`src/rtl/trct_pkg.sv`:
```
// Shared types and constants for the tunnel relay connection table.
package trct_pkg;

    localparam int DEF_TABLE_ENTRIES = 16;
    localparam int MAX_RESULTS       = 16;
    localparam int CNT_W             = $clog2(MAX_RESULTS + 1);

    localparam logic [15:0] ECHO_SOCKET     = 16'h0002;
    localparam logic [31:0] BCAST_HOST      = 32'hffff_ffff;
    localparam logic [31:0] REG_HOST        = 32'h0000_0000;
    localparam logic [15:0] DEFAULT_TIMEOUT = 16'd900;

    localparam logic REQ_PACKET = 1'b0;
    localparam logic REQ_TICK   = 1'b1;

    localparam logic ACT_ACK = 1'b0;
    localparam logic ACT_FWD = 1'b1;

    typedef struct packed {
        logic        req_type;
        logic [15:0] dest_socket;
        logic [31:0] dest_host;
        logic [15:0] dest_port;
        logic [31:0] src_host;
        logic [15:0] src_port;
        logic [31:0] udp_host;
        logic [15:0] udp_port;
    } t_req;

    typedef struct packed {
        logic        action;
        logic [3:0]  slot;
        logic [31:0] peer_host;
        logic [15:0] peer_port;
        logic        last;
    } t_result;

    // One table slot as kept in the memory: host in the upper 32 bits.
    typedef struct packed {
        logic [47:0] addr;
        logic [15:0] timeout;
    } t_entry;

    typedef struct packed {
        logic rd_en;
        logic wr_en;
        logic conn_set;
        logic conn_clr;
    } t_store_cmd;

    typedef struct packed {
        logic   conn;
        t_entry entry;
    } t_store_rsp;

endpackage

```
`src/rtl/trct_store.sv`:
```
// Slot memory (address and timeout) plus per-slot connected flags.
module trct_store #(
    parameter int TABLE_ENTRIES = trct_pkg::DEF_TABLE_ENTRIES,
    localparam int IDX_W = (TABLE_ENTRIES > 1) ? $clog2(TABLE_ENTRIES) : 1
) (
    input  logic                  i_clk,
    input  logic                  i_rst_n,
    input  trct_pkg::t_store_cmd  i_cmd,
    input  logic [IDX_W-1:0]      i_rd_idx,
    input  logic [IDX_W-1:0]      i_wr_idx,
    input  trct_pkg::t_entry      i_wr_entry,
    output trct_pkg::t_store_rsp  o_rsp
);
    import trct_pkg::*;

    t_entry                   r_mem [TABLE_ENTRIES];
    logic [TABLE_ENTRIES-1:0] r_conn;
    t_entry                   r_rd_entry;
    logic                     r_rd_conn;

    always_ff @(posedge i_clk) begin
        if (i_cmd.wr_en) begin
            r_mem[i_wr_idx] <= i_wr_entry;
        end
        if (i_cmd.rd_en) begin
            r_rd_entry <= r_mem[i_rd_idx];
        end
    end

    always_ff @(posedge i_clk) begin
        if (!i_rst_n) begin
            r_conn    <= '0;
            r_rd_conn <= 1'b0;
        end else begin
            if (i_cmd.conn_set) begin
                r_conn[i_wr_idx] <= 1'b1;
            end else if (i_cmd.conn_clr) begin
                r_conn[i_wr_idx] <= 1'b0;
            end
            if (i_cmd.rd_en) begin
                r_rd_conn <= r_conn[i_rd_idx];
            end
        end
    end

    assign o_rsp.conn  = r_rd_conn;
    assign o_rsp.entry = r_rd_entry;

endmodule

```
`src/rtl/trct_engine.sv`:
```
// Scan sequencer: walks every slot once unless ignored, updates slots, emits results.
module trct_engine #(
    parameter int TABLE_ENTRIES = trct_pkg::DEF_TABLE_ENTRIES,
    localparam int IDX_W = (TABLE_ENTRIES > 1) ? $clog2(TABLE_ENTRIES) : 1
) (
    input  logic                  i_clk,
    input  logic                  i_rst_n,
    input  logic                  i_start,
    input  trct_pkg::t_req        i_req,
    input  logic [15:0]           i_timeout,
    output logic                  o_busy,
    output logic                  o_res_valid,
    output trct_pkg::t_result     o_res,
    output trct_pkg::t_store_cmd  o_cmd,
    output logic [IDX_W-1:0]      o_rd_idx,
    output logic [IDX_W-1:0]      o_wr_idx,
    output trct_pkg::t_entry      o_wr_entry,
    input  trct_pkg::t_store_rsp  i_rsp
);
    import trct_pkg::*;

    localparam logic [IDX_W-1:0] LAST_IDX = IDX_W'(TABLE_ENTRIES - 1);

    typedef enum logic [1:0] {S_IDLE, S_SCAN, S_FIN} t_state;
    typedef enum logic [1:0] {OP_NONE, OP_TICK, OP_REG, OP_FWD} t_op;

    t_state           r_state;
    t_op              r_op;
    t_op              n_op;
    t_req             r_req;
    logic             r_rd_act;
    logic [IDX_W-1:0] r_rd_idx;
    logic             r_pv;
    logic [IDX_W-1:0] r_pidx;
    logic             r_match_v;
    logic [IDX_W-1:0] r_match_idx;
    logic             r_free_v;
    logic [IDX_W-1:0] r_free_idx;
    logic             r_pend_v;
    t_result          r_pend;
    logic [CNT_W-1:0] r_cnt;
    logic             r_out_valid;
    t_result          r_out;

    logic        accept;
    logic [47:0] udp_addr;
    logic [47:0] src_addr;
    logic [47:0] dest_addr;
    logic [15:0] dec_t;
    logic        rcv;
    t_result     new_res;

    assign o_busy   = (r_state != S_IDLE);
    assign accept   = i_start && !o_busy;
    assign udp_addr  = {r_req.udp_host, r_req.udp_port};
    assign src_addr  = {r_req.src_host, r_req.src_port};
    assign dest_addr = {r_req.dest_host, r_req.dest_port};
    assign dec_t     = i_rsp.entry.timeout - 16'd1;

    always_comb begin
        if (i_req.req_type == REQ_TICK) begin
            n_op = OP_TICK;
        end else if (i_req.dest_socket == ECHO_SOCKET) begin
            n_op = (i_req.dest_host == REG_HOST) ? OP_REG : OP_NONE;
        end else begin
            n_op = OP_FWD;
        end
    end

    // Store port: one read per scan cycle; writes to the slot read or the OP_REG slot.
    always_comb begin
        o_cmd       = '0;
        o_cmd.rd_en = (r_state == S_SCAN) && r_rd_act;
        o_rd_idx    = r_rd_idx;
        o_wr_idx    = r_pidx;
        o_wr_entry  = i_rsp.entry;
        rcv         = 1'b0;
        case (r_op)
            OP_TICK: begin
                if (r_pv && i_rsp.conn) begin
                    o_cmd.wr_en            = 1'b1;
                    o_wr_entry.timeout     = dec_t;
                    o_cmd.conn_clr         = (dec_t == 16'd0);
                end
            end
            OP_FWD: begin
                if (r_pv && i_rsp.conn) begin
                    if (i_rsp.entry.addr == src_addr) begin
                        o_cmd.wr_en        = 1'b1;
                        o_wr_entry.timeout = i_timeout;
                    end else if (r_req.dest_host == BCAST_HOST
                                 || i_rsp.entry.addr == dest_addr) begin
                        rcv = 1'b1;
                    end
                end
            end
            OP_REG: begin
                if (r_state == S_FIN) begin
                    o_wr_entry.addr    = udp_addr;
                    o_wr_entry.timeout = i_timeout;
                    if (r_match_v) begin
                        o_cmd.wr_en = 1'b1;
                        o_wr_idx    = r_match_idx;
                    end else if (r_free_v) begin
                        o_cmd.wr_en    = 1'b1;
                        o_cmd.conn_set = 1'b1;
                        o_wr_idx       = r_free_idx;
                    end
                end
            end
            default: begin
            end
        endcase
    end

    always_comb begin
        new_res.action    = ACT_FWD;
        new_res.slot      = 4'(r_pidx);
        new_res.peer_host = i_rsp.entry.addr[47:16];
        new_res.peer_port = i_rsp.entry.addr[15:0];
        new_res.last      = 1'b0;
    end

    always_ff @(posedge i_clk) begin
        if (!i_rst_n) begin
            r_state     <= S_IDLE;
            r_op        <= OP_NONE;
            r_rd_act    <= 1'b0;
            r_pv        <= 1'b0;
            r_match_v   <= 1'b0;
            r_free_v    <= 1'b0;
            r_pend_v    <= 1'b0;
            r_cnt       <= '0;
            r_out_valid <= 1'b0;
        end else begin
            r_out_valid <= 1'b0;
            r_pv        <= o_cmd.rd_en;
            r_pidx      <= r_rd_idx;
            unique case (r_state)
                S_IDLE: begin
                    if (accept) begin
                        r_req     <= i_req;
                        r_op      <= n_op;
                        r_match_v <= 1'b0;
                        r_free_v  <= 1'b0;
                        r_pend_v  <= 1'b0;
                        r_cnt     <= '0;
                        r_rd_idx  <= '0;
                        r_rd_act  <= (n_op != OP_NONE);
                        r_state   <= (n_op == OP_NONE) ? S_FIN : S_SCAN;
                    end
                end
                S_SCAN: begin
                    if (r_rd_act) begin
                        r_rd_idx <= r_rd_idx + 1'b1;
                        if (r_rd_idx == LAST_IDX) begin
                            r_rd_act <= 1'b0;
                        end
                    end
                    if (r_pv && r_op == OP_REG) begin
                        if (i_rsp.conn && i_rsp.entry.addr == udp_addr && !r_match_v) begin
                            r_match_v   <= 1'b1;
                            r_match_idx <= r_pidx;
                        end
                        if (!i_rsp.conn && !r_free_v) begin
                            r_free_v   <= 1'b1;
                            r_free_idx <= r_pidx;
                        end
                    end
                    // Hold each copy back one find so the final one can carry last.
                    if (rcv && r_cnt < CNT_W'(MAX_RESULTS)) begin
                        if (r_pend_v) begin
                            r_out_valid <= 1'b1;
                            r_out       <= r_pend;
                        end
                        r_pend   <= new_res;
                        r_pend_v <= 1'b1;
                        r_cnt    <= r_cnt + 1'b1;
                    end
                    if (r_pv && r_pidx == LAST_IDX) begin
                        r_state <= S_FIN;
                    end
                end
                S_FIN: begin
                    if (r_op == OP_REG && (r_match_v || r_free_v)) begin
                        r_out_valid     <= 1'b1;
                        r_out.action    <= ACT_ACK;
                        r_out.slot      <= r_match_v ? 4'(r_match_idx) : 4'(r_free_idx);
                        r_out.peer_host <= r_req.udp_host;
                        r_out.peer_port <= r_req.udp_port;
                        r_out.last      <= 1'b1;
                    end else if (r_op == OP_FWD && r_pend_v) begin
                        r_out_valid <= 1'b1;
                        r_out       <= r_pend;
                        r_out.last  <= 1'b1;
                    end
                    r_pend_v <= 1'b0;
                    r_state  <= S_IDLE;
                end
                default: begin
                    r_state <= S_IDLE;
                end
            endcase
        end
    end

    assign o_res_valid = r_out_valid;
    assign o_res       = r_out;

endmodule

```
`src/rtl/tunnel_relay_connection_table_top.sv`:
```
// The last result of a transaction is registered in the finish state that follows the scan;
// forwarded copies come out as the scan finds them, each held back until the next find.
// A new packet or tick is accepted only while idle, so the scan that reads each slot once
// through the single memory read port paces transactions; an ignored socket-2 packet skips it.
// Results are one-cycle strobes that the receiver cannot stall.
// Reset (synchronous) frees all slots and loads the slot lifetime register with 900.
module tunnel_relay_connection_table_top #(
    parameter int TABLE_ENTRIES = trct_pkg::DEF_TABLE_ENTRIES
) (
    input  logic              i_clk,
    input  logic              i_rst_n,
    input  logic              start,
    output logic              busy,
    input  trct_pkg::t_req    i_req,
    input  logic              i_cfg_we,
    input  logic [15:0]       i_cfg_wdata,
    output logic              o_res_valid,
    output trct_pkg::t_result o_res
);
    import trct_pkg::*;

    localparam int IDX_W = (TABLE_ENTRIES > 1) ? $clog2(TABLE_ENTRIES) : 1;

    logic [15:0]      r_timeout;
    t_store_cmd       cmd;
    t_store_rsp       rsp;
    logic [IDX_W-1:0] rd_idx;
    logic [IDX_W-1:0] wr_idx;
    t_entry           wr_entry;

    always_ff @(posedge i_clk) begin
        if (!i_rst_n) begin
            r_timeout <= DEFAULT_TIMEOUT;
        end else if (i_cfg_we) begin
            r_timeout <= i_cfg_wdata;
        end
    end

    trct_engine #(.TABLE_ENTRIES(TABLE_ENTRIES)) u_engine (
        .i_clk       (i_clk),
        .i_rst_n     (i_rst_n),
        .i_start     (start),
        .i_req       (i_req),
        .i_timeout   (r_timeout),
        .o_busy      (busy),
        .o_res_valid (o_res_valid),
        .o_res       (o_res),
        .o_cmd       (cmd),
        .o_rd_idx    (rd_idx),
        .o_wr_idx    (wr_idx),
        .o_wr_entry  (wr_entry),
        .i_rsp       (rsp)
    );

    trct_store #(.TABLE_ENTRIES(TABLE_ENTRIES)) u_store (
        .i_clk      (i_clk),
        .i_rst_n    (i_rst_n),
        .i_cmd      (cmd),
        .i_rd_idx   (rd_idx),
        .i_wr_idx   (wr_idx),
        .i_wr_entry (wr_entry),
        .o_rsp      (rsp)
    );

    a_last_ends: assert property (@(posedge i_clk) disable iff (!i_rst_n)
        o_res_valid && o_res.last |=> !o_res_valid)
        else $error("result after the last one of a transaction");

    a_ack_single: assert property (@(posedge i_clk) disable iff (!i_rst_n)
        o_res_valid && o_res.action == ACT_ACK |-> o_res.last)
        else $error("registration ack not marked last");

    a_start_busy: assert property (@(posedge i_clk) disable iff (!i_rst_n)
        start && !busy |=> busy)
        else $error("accepted transaction did not raise busy");

    a_res_from_busy: assert property (@(posedge i_clk) disable iff (!i_rst_n)
        o_res_valid |-> $past(busy))
        else $error("result emitted while idle");

endmodule
```
`config.mk`:
```
export PLATFORM = sky130hd
export DESIGN_NAME = tunnel_relay_connection_table_top
export DESIGN_NICKNAME = d
export VERILOG_FILES = /design/src/rtl/trct_pkg.sv /design/src/rtl/trct_store.sv /design/src/rtl/trct_engine.sv /design/src/rtl/tunnel_relay_connection_table_top.sv
export SDC_FILE = /design/constraint.sdc
export NUM_CORES = 2
export LEC_CHECK = 0
export ABC_AREA = 0
export BUFFER_PORTS_ARGS = -buffer_cell sky130_fd_sc_hd__buf_4
export CORE_MARGIN = 1.5
export CORE_UTILIZATION = 35
export DETAILED_ROUTE_END_ITERATION = 10
export PLACE_DENSITY = 0.61
export RECOVER_POWER = 100
export SKIP_CTS_REPAIR_TIMING = 1
export SYNTH_ARGS = -nofsm -noshare
export SYNTH_HDL_FRONTEND = slang
export SYNTH_SLANG_ARGS = --single-unit
```
`constraint.sdc`:
```
create_clock -name i_clk -period 9.5 [get_ports i_clk]
set_clock_uncertainty 0.15 [all_clocks]
set_input_delay 1.9 -clock i_clk [delete_from_list [all_inputs] [get_ports i_clk]]
set_output_delay 1.9 -clock i_clk [all_outputs]
set_load 0.03 [all_outputs]
```
# == Word-level counts from Yosys, hierarchy flattened ==
# Memory sizes are Yosys's and may differ from the RTL's. A register that Yosys moved wholly into a read port is not among the register bits.
# Cells that the tools add are included.
# classes
add_sub_neg,3
n_mul,0
n_div,0
magnitude_cmp,4
eq_ne,21
shift,0
n_mux,70
n_bitwise,3
n_reduce_logical,41
# op_table
op,count
$mux 54,4
$eq 48x48->1,3
$pmux 54 s2,1
$mux 16,5
$mux 64,1
$mux 48,1
$pmux 16 s3,1
$eq 32x32->1 const B,1
$logic_not 32->1,1
$mux 1,29
$mux 4,7
$reduce_and 4->1,5
$and 16x16->16,1
$eq 16x2->1 const B,1
$logic_not 16->1,1
$mux 2,8
$not 16->16,1
$or 16x16->16,1
$sub 16x1->16 const B,1
$logic_and 1x1->1,12
$reduce_and 3->1,4
$lt 4x5->1 const B,2
$mux 5,2
$ne 2x2->1 const B,5
23 further kinds,44
# totals
reg_bits,314
latch_bits,0
ramBits,1024
mem_bits_ro,0
in_bits,181
out_inout_bits,56
n_memories,1
# mem_list
memory,words,word_bits,read_ports,rd_clocked_by_memory_dff,write_ports,line,source
u_store.r_mem,16,64,1,1,1,trct_store.sv:16,t_entry r_mem [TABLE_ENTRIES];

# == Longest topological paths before layout ==
# logic_depth
word_depth,12
ltp_mapped,10
mapped_depth_nobuf,9

# == Cells and area by module ==
# From an unflattened synthesis, not the netlist that was laid out.
# unflattened
hier_cells,2640
area_unflattened_um2,55301.8
# modules_own_cells
mod,n_inst,cells_per_inst,area_per_inst_um2,seq_area_each_um2
trct_store,1,1606,41332.1,33011.7
trct_engine,1,983,13364.1,8287.9
tunnel_relay_connection_table_top,1,51,605.6,320.3

# == Least setup slack after synthesis ==
# No wires, ideal clock.
# synth_timing
kind,input port to flip-flop
start,input port i_rst_n
end,"register u_engine.r_req, in the netlist u_engine.dest_addr[0], enable pin"
arrival_time_ns,8.325
t_required_ns,8.700
setup_slack_ns,0.376
path_stages,3
path_buffers,1
path_cell_list,clkinv_1 -> clkbuf_1 -> nor2_1
# synth_between
elab_chain_cells,1
# synth_lines
item,line,source
start: declaration,tunnel_relay_connection_table_top.sv:11,"input logic i_rst_n,"
$reduce_and 3->1 (no line),-,
end signal: assignment,trct_engine.sv:142,r_req <= i_req;
end: declaration,trct_engine.sv:30,t_req r_req;
# No other way between the ends.
# A chain may end at the register's enable or synchronous reset.

# == Worst setup path after layout ==
# layout_timing
start,input port i_rst_n
end,"register u_engine.r_req[11] (netlist bit), enable pin"
# The elaborated chain is that of the path after synthesis.

==> summary.txt <==
Worst hold path
  • Hold_sp: u_engine.r_cnt[4]
  • Hold/Removal Path Class: reg -> reg

Critical path
  • Worst Setup SP: i_rst_n
  • Critical path depth: 4
  • CP top delay family: buffers and inverters
  • CP peak stage delay: 1.78 ns
  • Reg-to-reg slack, setup: 2.33 ns
  • Reg-to-Reg End: u_store.r_mem[13][34]
  • CP Cell Sequence: clkbuf_1 > clkinv_1 > nor2_1 > clkbuf_2
  • Worst setup SP type: primary input
  • Data arrival, critical path: 7.49 ns
  • Required time worst endpoint: 9.70 ns
  • R2R depth: 10
  • Worst r2r src: u_engine.r_state[0]
  • CP max stage cell: nor2_1
  • Worst Setup EP: u_engine.r_req[11]
  • Critical path endpoint category: register
  • Critical Path Fanout Max: 48
  • Critical path type: in -> reg
  • Buf/Inv on CP: 3

Synth
  • Mapped Cells: 2619
  • Top FF cell, synth: edfxtp_1
  • Synth area leaders: edfxtp_1 74%, mux4_2 13%, mux2_2 2.0%
  • Seq cells post-synth: 1402
  • Share of the synthesized area in the top cell type: 73.9%
  • Largest area contributor in the netlist: edfxtp_1
  • Mean Syn Cell Area: 21.0 um^2
  • Sequential area share after synthesis: 75.6%
  • Yosys Warn Count: 0
  • Number of flops mapped to enable cells by yosys: 1354
  • Post-Syn Nets: 2808
  • Asr flop ratio synth: 0%
  • Post-synthesis cell type count: 71
  • Cell Area, Synth: 55100 um^2

Flow run
  • Max Cap Viol: 44

Floorplan
  • Die W: 400 um
  • Overall die height: 400 um
  • Boundary pin count: 237
  • Initial Util: 35.2%
  • Cell Rows: 145
  • Die area: 160000 um^2
  • Core area: 156000 um^2

STA
  • RSZ-0062 raised after global routing: no
  • Setup tns final: 0 ns
  • Final period util: 76.7%
  • Final Setup Violations: 0
  • Fin. Hold Viols: 0
  • Measured slew at the worst slew-check pin: 4.28 ns
  • Max-slew violation count: 1446
  • Relative slew slack: -185%
  • Crit path time final: 7.29 ns
  • Maximum clock rate: 137 MHz

Clock tree
  • CTS tree: yes
  • Clk slew on worst S/H paths: 0.06 ns
  • Worst skew pair latency: 0.77 ns
  • Cts bufs inserted: 143
  • H-tree Lvls: 4
  • CTS Root Cell: clkbuf_16
  • Longest Clk Path Bufs: 3
  • Clock sinks: 1402

Routing
  • DRC: 0
  • Via density: 5.51
  • Drt initial violations: 3435
  • Post-DRT Antenna Nets: 0
  • Via count: 28.1k
  • Drt first pass iters: 5
  • WL per Instance: 29.3 um
  • Total wire length: 149000 um

Global routing
  • Global-route wire length before repair: 209000 um
  • Antenna violations before repair: 16
  • All-Layer GR Usage: 18.6%
  • GR Overflow Total: 0
  • Largest net degree at the start of global routing: 149
  • Vias in the first global route: 27.5k

Final layout
  • Nets: 3127
  • Area grow syn2layout: 14.6%
  • Reg area: 41600 um^2
  • Inserted Diodes: 0
  • Area occupied by multi-input gates: 12900 um^2
  • Filler cells: 13.8k
  • Fraction of layout cells with a size suffix above 1: 22.8%

Placed design
  • GP Congestion: 0.882
  • IO Port Bufs: 236
  • Post-DP HPWL: 94400 um

Pwr
  • Final Power: 13.3 mW
  • Peak VDD IR: 0.000145 V
  • Power per cell area: 210 nW/um^2
  • Leak Pwr: 19.5 nW

Outcome
  • Failing checks: capacitance limit, slew limit
  • Status: finished with violations
## power by group
group	switching [mW]	leakage, nW	internal (mW)
sequential	0.0855	12.6	6.89
clock	2.30	2.16	3.08
combinational	0.523	4.74	0.371
total	2.91	19.5	10.3
## cell type report
type	count	area share [%]
sequential	1402	66.0
multi-input combinational	1081	20.4
clock buffer	193	6.27
tap	2058	4.08
timing repair buffer	290	2.45
clock inverter	58	0.736
inverter	20	0.119
## worst min path at each step
stage | to | slack [ns] | depth (start not counted)
2_1_floorplan | u_engine.r_pidx[2] | 0.27 | 0
3_3_place_gp | u_engine.r_cnt[4] | 0.30 | 1
3_5_place_dp | u_engine.r_cnt[4] | 0.31 | 1
4_1_cts | u_engine.r_cnt[4] | 0.33 | 1
5_1_grt | u_engine.r_cnt[4] | 0.36 | 1
6_report | u_engine.r_cnt[4] | 0.33 | 1
## flip-flops by register name, summed over array words and instances, names as in the netlist, 4 cells and up, named ones only
register and cells:
u_engine.r_pend 52, u_engine.dest_addr 48, u_engine.r_free_idx 4, u_engine.r_cnt 5, u_engine.r_match_idx 4, u_engine.o_res 54
u_engine.r_pidx 4, u_store.r_mem 1024, u_store.o_rsp 64, u_engine.r_req 96, r_timeout 16, u_engine.o_rd_idx 4
## worst reg2reg max path: cells and delay by family (launching register included)
family	cells	cell delay (ns)
simple gates	5	2.76
buf+inv	3	2.30
fa+ha+maj	1	0.69
flops	1	0.35
compound gates	1	0.35
## placed cells by master (no fill, tap or decap), types with 5 or more instances in the layout
cell,n
a21oi_1,37
a31oi_1,5
and3_1,5
buf_4,52
bufinv_16,6
clkbuf_1,207
clkbuf_16,151
clkbuf_2,7
clkbuf_4,63
clkinv_1,25
clkinv_2,17
dfxtp_1,47
edfxtp_1,1354
ha_1,8
inv_1,19
inv_6,6
mux2_1,74
mux2_2,28
mux2i_1,36
mux4_2,325
nand2_1,68
nand3_1,21
nand4_1,33
nor2_1,93
nor4_1,40
o21a_1,10
o21ai_0,50
o221a_2,16
xnor2_1,61
xor2_1,86
## cell usage after synthesis (3+ instances only)
| cell type | count |
|---|---|
| and4_1 | 4 |
| xnor2_1 | 61 |
| buf_1 | 12 |
| edfxtp_1 | 1354 |
| mux4_2 | 325 |
| nand2_1 | 67 |
| o21a_1 | 10 |
| a31oi_1 | 5 |
| mux2_1 | 5 |
| a21oi_1 | 32 |
| ha_1 | 8 |
| mux2i_1 | 36 |
| a22oi_1 | 3 |
| clkbuf_1 | 69 |
| o221a_2 | 16 |
| dfxtp_1 | 48 |
| nand4_1 | 33 |
| or3_1 | 3 |
| xor2_1 | 86 |
| o21ai_1 | 5 |
| o31ai_1 | 3 |
| o21ai_0 | 46 |
| nor4_1 | 40 |
| a21oi_2 | 5 |
| buf_2 | 33 |
| mux2_2 | 97 |
| nor3_1 | 4 |
| o211ai_1 | 3 |
| o22ai_1 | 3 |
| inv_1 | 19 |
| nor2_1 | 95 |
| a221o_1 | 3 |
| nand3_1 | 20 |
| nor2b_1 | 3 |
| and3_1 | 5 |
| and2_1 | 5 |
| o22a_1 | 4 |
| or2_2 | 3 |
## per-layer routing
metal	track usage, %	vias to the layer above	share of wire, %
met4	6.09	4	2.9
li1	-	11500	-
met5	0	-	0.018
met2	27.1	1350	44
met1	27.1	15100	43
met3	4.93	212	10
## per-stage QoR
stage	area, um^2	util (%)	hold slack, ns	setup WS, ns	cells
2_1_floorplan	55100	-	0.271	0.376	2619
3_3_place_gp	59500	38.1	0.299	3.86	4851
3_5_place_dp	59500	38.1	0.310	3.78	4851
4_1_cts	63900	40.9	0.325	3.74	5102
5_1_grt	63100	40.4	0.356	1.73	5102
6_report	63100	40.4	0.328	2.21	5102
## logic make-up (layout without fill, tap and decap cells)
| kind of cell | after synthesis | count (layout) | share of synthesized area, % |
|---|---|---|---|
| buf+inv | 136 | 561 | 1.03 |
| simple gates | 301 | 301 | 2.78 |
| compound gates | 162 | 162 | 2.03 |
| mux | 463 | 463 | 16.0 |
| fa+ha+maj | 8 | 8 | 0.182 |
| flops | 1402 | 1402 | 75.6 |
| xor+xnor | 147 | 147 | 2.34 |
Note: power is estimated with default switching activity, not from simulation.
